<file path="config.mk">
export PLATFORM = sky130hd
export DESIGN_NAME = tcw_ctrl
export DESIGN_NICKNAME = d
export VERILOG_FILES = /design/src/rtl/tcw_pkg.sv /design/src/rtl/tcw_ctrl.sv
export SDC_FILE = /design/constraint.sdc
export NUM_CORES = 1
export LEC_CHECK = 0
export BUFFER_PORTS_ARGS = -buffer_cell sky130_fd_sc_hd__buf_2
export CAP_MARGIN = 5
export CELL_PAD_IN_SITES_DETAIL_PLACEMENT = 2
export CELL_PAD_IN_SITES_GLOBAL_PLACEMENT = 2
export CORE_UTILIZATION = 20
export CTS_BUF_LIST = sky130_fd_sc_hd__clkbuf_16
export DETAILED_ROUTE_END_ITERATION = 10
export PLACE_DENSITY = 0.87
export REMOVE_ABC_BUFFERS = 1
export SYNTH_ARGS = -nofsm -noshare
export SYNTH_HDL_FRONTEND = slang
export SYNTH_SLANG_ARGS = --single-unit
</file>
<file path="constraint.sdc">
create_clock -name clk -period 3.3 [get_ports clk]
set_clock_uncertainty 0.2 [all_clocks]
set_input_delay 0.33 -clock clk [delete_from_list [all_inputs] [get_ports clk]]
set_output_delay 0.33 -clock clk [all_outputs]
set_load 0.05 [all_outputs]
</file>
<file path="src/rtl/tcw_pkg.sv">
// Shared constants, codes and controller/datapath types of the text console writer.
package tcw_pkg;

	// Screen geometry
	localparam int COLUMNS = 80;
	localparam int ROWS    = 25;
	localparam int CELLS   = COLUMNS * ROWS;
	localparam int CELL_AW = $clog2(CELLS);
	localparam int COL_W   = (COLUMNS > 2) ? $clog2(COLUMNS) : 1;
	localparam int ROW_W   = (ROWS > 2) ? $clog2(ROWS) : 1;

	// Field widths of the stream beats
	localparam int CMD_W   = 2;
	localparam int CHAR_W  = 8;
	localparam int ATTR_W  = 8;
	localparam int IDX_W   = 11;
	localparam int POS_W   = 11;
	localparam int COLF_W  = 7;
	localparam int ROWF_W  = 5;
	localparam int WORD_W  = 16;
	localparam int IN_TDATA_W  = 32;
	localparam int OUT_TDATA_W = 40;

	// Configuration port
	localparam int APB_AW = 3;
	localparam int APB_DW = 32;
	localparam logic [0:0] REG_BLANK_ATTR = 1'b0;

	// Character and attribute codes
	localparam logic [CHAR_W-1:0] NEWLINE_CODE     = 8'h0A;
	localparam logic [CHAR_W-1:0] BLANK_CHAR       = 8'h20;
	localparam logic [ATTR_W-1:0] LIGHT_GRAY_ATTR  = 8'h07;
	localparam logic [ATTR_W-1:0] BLANK_ATTR_RESET = 8'h0F;
	localparam logic [WORD_W-1:0] CLEAR_CELL       = {LIGHT_GRAY_ATTR, BLANK_CHAR};

	typedef enum logic [CMD_W-1:0] {
		CMD_PUT       = 2'd0,
		CMD_BACKSPACE = 2'd1,
		CMD_CLEAR     = 2'd2,
		CMD_READ      = 2'd3
	} cmd_t;

	typedef enum logic [2:0] {
		ST_INIT,
		ST_IDLE,
		ST_EXEC,
		ST_RDWAIT,
		ST_FILL,
		ST_COPY,
		ST_DRAIN,
		ST_BLANK
	} state_t;

	// Commands from the controller to the datapath
	typedef struct packed {
		logic latch_item;
		logic exec;
		logic fill_wr;
		logic copy_rd;
		logic blank_wr;
		logic sweep_clr;
		logic sweep_blank;
		logic sweep_step;
		logic out_load;
		logic word_sel;
	} ctrl_cmd_t;

	// Status from the datapath to the controller
	typedef struct packed {
		cmd_t item_cmd;
		logic wrap_scroll;
		logic read_hit;
		logic sweep_last;
		logic copy_last;
		logic out_free;
	} ctrl_sts_t;

endpackage

</file>
<file path="src/rtl/tcw_ctrl.sv">
// Sequencing state machine of the text console writer.
module tcw_ctrl (
	input  logic               clk,
	input  logic               arst_n,
	input  logic               s_tvalid,
	output logic               s_tready,
	input  tcw_pkg::ctrl_sts_t sts,
	output tcw_pkg::ctrl_cmd_t cmd
);
	import tcw_pkg::*;

	state_t state_q;
	state_t state_d;

	always_ff @(posedge clk or negedge arst_n) begin
		if (!arst_n) begin
			state_q <= ST_INIT;
		end else begin
			state_q <= state_d;
		end
	end

	// Next state
	always_comb begin
		state_d = state_q;
		unique case (state_q)
			ST_INIT: begin
				if (sts.sweep_last) state_d = ST_IDLE;
			end
			ST_IDLE: begin
				if (s_tvalid && sts.out_free) state_d = ST_EXEC;
			end
			ST_EXEC: begin
				unique case (sts.item_cmd)
					CMD_PUT:       state_d = sts.wrap_scroll ? ST_COPY : ST_IDLE;
					CMD_BACKSPACE: state_d = ST_IDLE;
					CMD_CLEAR:     state_d = ST_FILL;
					CMD_READ:      state_d = sts.read_hit ? ST_RDWAIT : ST_IDLE;
					default:       state_d = ST_IDLE;
				endcase
			end
			ST_RDWAIT: state_d = ST_IDLE;
			ST_FILL: begin
				if (sts.sweep_last) state_d = ST_IDLE;
			end
			ST_COPY: begin
				if (sts.copy_last) state_d = ST_DRAIN;
			end
			ST_DRAIN: state_d = ST_BLANK;
			ST_BLANK: begin
				if (sts.sweep_last) state_d = ST_IDLE;
			end
			default: state_d = ST_INIT;
		endcase
	end

	// Outputs
	always_comb begin
		cmd      = '0;
		s_tready = 1'b0;
		unique case (state_q)
			ST_INIT: begin
				cmd.fill_wr    = 1'b1;
				cmd.sweep_step = 1'b1;
			end
			ST_IDLE: begin
				s_tready       = sts.out_free;
				cmd.latch_item = s_tvalid && sts.out_free;
			end
			ST_EXEC: begin
				cmd.exec = 1'b1;
				unique case (sts.item_cmd)
					CMD_PUT: begin
						cmd.sweep_clr = sts.wrap_scroll;
						cmd.out_load  = !sts.wrap_scroll;
					end
					CMD_BACKSPACE: cmd.out_load  = 1'b1;
					CMD_CLEAR:     cmd.sweep_clr = 1'b1;
					CMD_READ:      cmd.out_load  = !sts.read_hit;
					default:       cmd.out_load  = 1'b1;
				endcase
			end
			ST_RDWAIT: begin
				cmd.out_load = 1'b1;
				cmd.word_sel = 1'b1;
			end
			ST_FILL: begin
				cmd.fill_wr    = 1'b1;
				cmd.sweep_step = 1'b1;
				cmd.out_load   = sts.sweep_last;
			end
			ST_COPY: begin
				cmd.copy_rd    = 1'b1;
				cmd.sweep_step = 1'b1;
			end
			ST_DRAIN: cmd.sweep_blank = 1'b1;
			ST_BLANK: begin
				cmd.blank_wr   = 1'b1;
				cmd.sweep_step = 1'b1;
				cmd.out_load   = sts.sweep_last;
			end
			default: cmd = '0;
		endcase
	end

endmodule

</file>
### After elaboration in Yosys (flattened, before gate mapping)

Index checks and enable logic that the tools add are counted.

* register bits: 3
* input port bits: 10
* output and inout port bits: 11
* logic and storage cells: 44

* equal/unequal tests: 13
* muxes and demuxes: 20
* reduce and logical (&&, ||, !) cells: 10

Operators by type and width (count)
* $pmux W3 S6: 1
* $eq A3 B3 Y1 const B: 4
* $mux W3: 4
* $pmux W3 S4: 1
* $mux W1: 10
* $eq A3 B2 Y1 const B: 2
* $pmux W1 S3: 2
* $eq A2 B2 Y1 const B: 2
* $ne A2 B2 Y1 const B: 2
* $reduce_or A2 Y1: 2
* $reduce_or A4 Y1: 1
* $eq A3 B1 Y1 const B: 1
* $logic_not A3 Y1: 1
* $reduce_and A3 Y1: 1
* $reduce_or A3 Y1: 1
* $eq A2 B1 Y1 const B: 1
* $logic_not A1 Y1: 2
* $logic_not A2 Y1: 1
* $mux W2: 1
* $ne A2 B1 Y1 const B: 1
* $pmux W1 S2: 1
* $logic_and A1 B1 Y1: 1

### Logic depth before layout (Yosys ltp)

Gate-level depths: netlist of the first run.

* word-level depth: 4
* gate-level depth with buffers: 4
* depth with buffers taken out: 3

### Worst setup path after synthesis of the first run

No wires, ideal clock.

* kind: register -> output
* from: register state_q[0]
* to: output port cmd[2] (netlist bit)
* arrival time: 1.753 ns
* required time: 2.770 ns
* path slack: 1.017 ns
* cell stages (with the launch flop): 4
* cell sequence: dfrtp_1 buf_6 nand2b_4 a21boi_0

RTL lines
* start, declared: RTL line tcw_ctrl.sv:12 `state_t state_q;`
* start signal, assigned: RTL line tcw_ctrl.sv:19 `state_q <= state_d;`
* end, declared: RTL line tcw_ctrl.sv:8 `output tcw_pkg::ctrl_cmd_t cmd`

==> impl_metrics.py, run 1 <==
metrics = {
    "timing": {
        "min_period_ns": 2.04,
        "worst_pin_slew_ns": 0.395,
        "relSlewSlack": 0.736,
        "rsz0062_at_grt": "no",
        "drv_slew": 0,
        "finalHoldViolations": 0,
        "fmax_mhz": 490,
        "setup_tns_ns": 0,
        "hold-worst-slack_ns": 0.232,
        "setup_viol": 0,
        "finalCritPeriodShare": 0.618,
    },
    "clock_tree": {
        "htreeDepth": 1,
        "clockBufferDepth": 2,
        "clk_latency_ns": 0.22,
        "clk_pin_slew_ns": 0.03,
        "post-cts-setup-buffer-count": 0,
        "cts-buffers-inserted": 3,
        "cts_tree": "done",
        "cts_resized": 0,
        "cts_root_buf": "clkbuf_16",
        "clock_sinks": 3,
        "ctsHoldBuffers": 1,
    },
    "place": {
        "port_buffers": 20,
        "gp_congestion": 0.706,
    },
    "floorplan": {
        "placementRows": 13,
        "die_area_sq_um": 1710,
        "chipWidth_um": 41.4,
        "core_area_sq_um": 1370,
        "ios": 21,
        "die-height_um": 41.4,
        "start_util": 0.227,
    },
    "grt": {
        "grt.met2_usage": 0.234,
        "grt_pass1_wl_um": 1430,
        "grtUsageMet1": 0.146,
        "globalRouteTotalUtil": 0.130,
        "grt_max_degree": 13,
        "grt_overflow": 0,
        "use_met3": 0.0319,
        "grt_pass1_vias": 322,
        "antenna_found_initial": 0,
        "top_usage_layer": "met2",
    },
    "route": {
        "routed_via_density": 4.91,
        "ant_nets": 0,
        "drt_iter0_markers": 4,
        "wl_per_cell_um": 13.6,
        "finalWirelength_um": 1020,
        "drc_errors": 0,
        "first_pass_iters": 3,
        "vias": 368,
    },
    "layout": {
        "largest_reg_flops": 3,
        "diodes": 0,
        "area_growth_pct": 57.3,
        "fin_util": 0.357,
        "layout-drive-gt1-share": 0.467,
        "largest_registers": "state_q (3)",
        "nets": 71,
        "fillers": 170,
        "top_register": "state_q",
    },
    "critical_path": {
        "slowest_stage": "dfrtp_1",
        "path_cells": "and3b_4 > a311oi_1 > nand2_1 > buf_2",
        "critical_path.max_fanout": 11,
        "rrSetupSlack_ns": 1.82,
        "setup.worst_path.class": "reg2out",
        "critPathLaunchType": "register",
        "critPathBufInv": 1,
        "r2r_cells": 3,
        "end_kind": "output pin",
        "r2r_start": "state_q[0]",
        "crit_cells": 4,
        "required_ns": 2.77,
        "cp.arrival_ns": 1.51,
        "max_stage_delay_ns": 0.51,
        "crit_start": "state_q[1]",
        "path_delay_family": "flip-flops",
        "r2r-end": "state_q[0]",
    },
    "power_and_ir_drop": {
        "total_power_mw": 0.615,
        "p_leak_nw": 0.262,
        "ir_drop_mv": 0.420,
        "power.density_nw_per_um2": 1260,
    },
    "flow_run": {
        "cap_viol_max_count": 0,
    },
    "synthesis": {
        "synthTopCellsByArea": "dfrtp_1, buf_6, a21oi_1",
        "ys_top_cells_by_count": "nand2_1, nor2_1, a21oi_1, dfrtp_1, nor3_1",
        "synth_top_area_cell": "dfrtp_1",
        "synth-seq-cells": 3,
        "synth_flop_cell": "dfrtp_1",
        "synth_top_area_share": 0.242,
        "async_reset_ff_frac": 1.00,
        "postSynthCellCount": 38,
        "synth_edf_count": 0,
        "ys_types": 25,
        "synthesis.area_sq_um": 310,
        "yosysWarnings": 0,
        "synth_area_per_cell_sq_um": 8.17,
        "yosysSeqAreaShare": 0.242,
    },
    "worst_hold_path": {
        "hold_path_class": "in2async",
    },
    "run_status": {
        "run_status": "completed",
    },
}
## worst max-delay path by stage
stage                   to  slack [ns]
floorplan           cmd[2]        0.97
global route        cmd[1]        1.20
global placement    cmd[1]        1.53
finish              cmd[1]        1.26
detailed placement  cmd[1]        1.49
CTS                 cmd[1]        1.25
## final cells by class
| cell class | count | area [sq um] | share of cell area |
|---|---|---|---|
| Timing Repair Buffer | 21 | 110 | 0.226 |
| Multi-Input combinational cell | 31 | 201 | 0.413 |
| Clock inverter | 1 | 3.75 | 0.00769 |
| Tap cell | 15 | 18.8 | 0.0385 |
| Clock buffer | 3 | 75.1 | 0.154 |
| Sequential cell | 3 | 75.1 | 0.154 |
| Inverter | 1 | 3.75 | 0.00769 |
## cells in the final DEF, fill, tap and decap left out, types with 2 or more instances in the layout
master,n
nor2_1,4
dfrtp_1,3
inv_1,2
nand2_1,4
buf_2,20
nor3_1,3
a21oi_1,3
clkbuf_16,3
## per-layer routing
| metal | share of wire | up-vias |
|---|---|---|
| met1 | 0.44 | 169 |
| met2 | 0.49 | 18 |
| met5 | 0 | - |
| met3 | 0.066 | 0 |
| met4 | 0 | 0 |
| li1 | - | 181 |
## cells by family after synthesis
family                 count (synthesis)  synth area share
AO/OA/AOI/OAI                          8             0.169
AND/OR/NAND/NOR                       23             0.480
flip-flops                             3             0.242
buffers and inverters                  4             0.109
## through the flow
step	instance area [sq um]	worst slack, ns	cells
detailed placement	399	1.49	70
global placement	399	1.53	70
floorplan	280	0.975	35
finish	488	1.26	75
global route	488	1.20	75
CTS	488	1.25	75
## where the power goes
part | internal, mW | switching (mW)
clock | 0.156 | 0.0331
combinational | 0.0965 | 0.231
sequential | 0.0521 | 0.0463
Power figures use the tool's default switching activity.
==> inputs of run 2 (changes only) <==
- ABC_AREA: not set -> 1
- CORE_ASPECT_RATIO: not set -> 1.4
- CORE_UTILIZATION: 20 -> 19
- PLACE_DENSITY: 0.87 -> 0.85
- clock period: 3.3 -> 1.9 ns (I/O delays scaled with it)
==> run 2 against run 1 <==
Synthesized cell count is 82% higher; power is 110% higher; via count is 42% higher; sequential power is 63% higher; register-to-register slack worse by 1.4 ns; combinational power is 150% higher; final area is 28% higher; critical path type unchanged; critical endpoint unchanged.
==> impl_metrics.py, run 2 <==
metrics = {
    "synthesis": {
        "synth.most_common_cell": "nand2_1",
        "synth_edf_count": 0,
        "synthTopCellsByArea": "nand2_1, dfrtp_1, inv_1",
        "synth_top_area_share": 0.231,
        "synth_top_area_cell": "nand2_1",
        "synth_area_per_cell_sq_um": 5.66,
        "postSynthCellCount": 69,
        "synthesis.area_sq_um": 390,
        "ys_types": 14,
        "ys_top_cells_by_count": "nand2_1, inv_1, nor2_1",
        "async_reset_ff_frac": 1.00,
        "synth-seq-cells": 3,
        "yosysSeqAreaShare": 0.192,
        "synth_flop_cell": "dfrtp_1",
        "yosysWarnings": 0,
    },
    "timing": {
        "worst_pin_slew_ns": 0.326,
        "setup_viol": 0,
        "relSlewSlack": 0.783,
        "rsz0062_at_grt": "no",
        "finalHoldViolations": 0,
        "min_period_ns": 1.81,
        "drv_slew": 0,
        "fmax_mhz": 553,
        "hold-worst-slack_ns": 0.0943,
        "finalCritPeriodShare": 0.952,
    },
    "layout": {
        "diodes": 0,
        "mostFrequentLayoutCells": "nand2_1, buf_2, inv_1, nor2_1, buf_4",
        "fin_util": 0.320,
        "largest_reg_flops": 3,
        "area_growth_pct": 59.9,
        "layout-drive-gt1-share": 0.417,
        "top_register": "state_q",
        "nets": 107,
        "largest_registers": "state_q (3)",
        "final_common_cell": "nand2_1",
    },
    "clock_tree": {
        "clk_latency_ns": 0.22,
        "htreeDepth": 1,
        "cts_root_buf": "clkbuf_16",
        "clockBufferDepth": 2,
        "clock_sinks": 3,
        "cts-buffers-inserted": 3,
        "clk_pin_slew_ns": 0.03,
        "cts_tree": "done",
    },
    "route": {
        "wl_per_cell_um": 11.7,
        "finalWirelength_um": 1370,
        "routed_via_density": 4.45,
        "vias": 521,
        "drc_errors": 0,
        "first_pass_iters": 2,
        "drt_iter0_markers": 5,
        "ant_nets": 0,
    },
    "floorplan": {
        "die_area_sq_um": 2240,
        "chipWidth_um": 40.3,
        "core_area_sq_um": 1950,
        "start_util": 0.200,
        "placementRows": 19,
        "ios": 21,
        "die-height_um": 55.6,
    },
    "grt": {
        "grt_overflow": 0,
        "grt_pass1_vias": 548,
        "grt_max_degree": 9,
        "grt_pass1_wl_um": 2250,
        "globalRouteTotalUtil": 0.142,
        "antenna_found_initial": 0,
    },
    "power_and_ir_drop": {
        "total_power_mw": 1.29,
        "ir_drop_mv": 0.911,
        "p_leak_nw": 0.396,
        "power.density_nw_per_um2": 2060,
    },
    "place": {
        "place_hpwl_um": 1130,
        "gp_congestion": 0.678,
        "port_buffers": 20,
    },
    "critical_path": {
        "critPathLaunchType": "register",
        "critical_path.max_fanout": 7,
        "cp.arrival_ns": 1.42,
        "end_kind": "output pin",
        "required_ns": 1.51,
        "setup.worst_path.class": "reg2out",
    },
    "run_status": {
        "run_status": "completed",
    },
    "flow_run": {
        "cap_viol_max_count": 0,
    },
    "worst_hold_path": {
        "hold_path_class": "in2async",
    },
}
==> run 2: repair_timing <==
action,CTS,global route
cloned,0,0
hold endpoints to repair,3,0
setup buffers,0,3
setup endpoints to repair,1,1
gates resized for setup,2,3
hold buffers,1,0
pin swaps,0,0
==> run 2: layout make-up <==
class                   instances  area (sq um)
clock buffers                   3          75.1
well taps                      21          26.3
clock inverters                 1          3.75
repair buffers                 25           143
multi-input cells              51           248
inverters                      13          51.3
fillers                       255          1330
flip-flops and latches          3          77.6
==> run 2: metrics by stage <==
stage	cell area [sq um]	std cells	TNS, ns	setup WS [ns]
floorplan	372	67	-0.718	-0.718
global placement	505	109	0	0.227
detailed placement	505	109	0	0.178
CTS	598	114	0	0.0163
global route	624	117	0	0.000414
finish	624	117	0	0.0911
==> run 2: path summary, 6_finish.rpt <==
path / from / to / slack, ns / depth (start not counted)
worst max-delay path: state_q[0] / cmd[1] / 0.09 / 6
worst max register to register: state_q[2] / state_q[2] / 0.43 / 7
worst min-delay path: arst_n / state_q[1] / 0.09 / 2
worst min register to register: state_q[0] / state_q[0] / 0.41 / 2
min in group clk: sts[6] / state_q[0] / 0.19 / 6
max in group asynchronous: arst_n / state_q[0] / 1.29 / 2
==> run 2: critical path, stage by stage, from the launching register on <==
cell and delay (ns):
dfrtp_2 0.45, inv_4 0.09, nand2_1 0.08, nor2_4 0.13, o21ai_0 0.10, o21ai_1 0.13
buf_4 0.21
==> run 2: power breakdown <==
part	switching [mW]	leakage, nW	internal [mW]
clock	0.0535	0.0423	0.271
sequential	0.0635	0.0353	0.0964
combinational	0.563	0.319	0.240
total	0.680	0.396	0.608
==> run 2: cell families (layout without fill, tap and decap cells) <==
kind of cell           count (synthesis)  in the layout  share of synthesized area
AND/OR/NAND/NOR                       48             48                      0.596
flip-flops                             3              3                      0.192
buffers and inverters                 15             42                      0.173
AO/OA/AOI/OAI                          3              3                     0.0385
==> run 2: metal layers <==
layer / global-route usage / part of all wire / vias up
met1: 0.139 / 0.33 / 253
met3: 0.0240 / 0.025 / 0
met4: 0.0429 / 0 / 0
met2: 0.272 / 0.65 / 11
met5: 0 / 0 / -
li1: - / - / 257
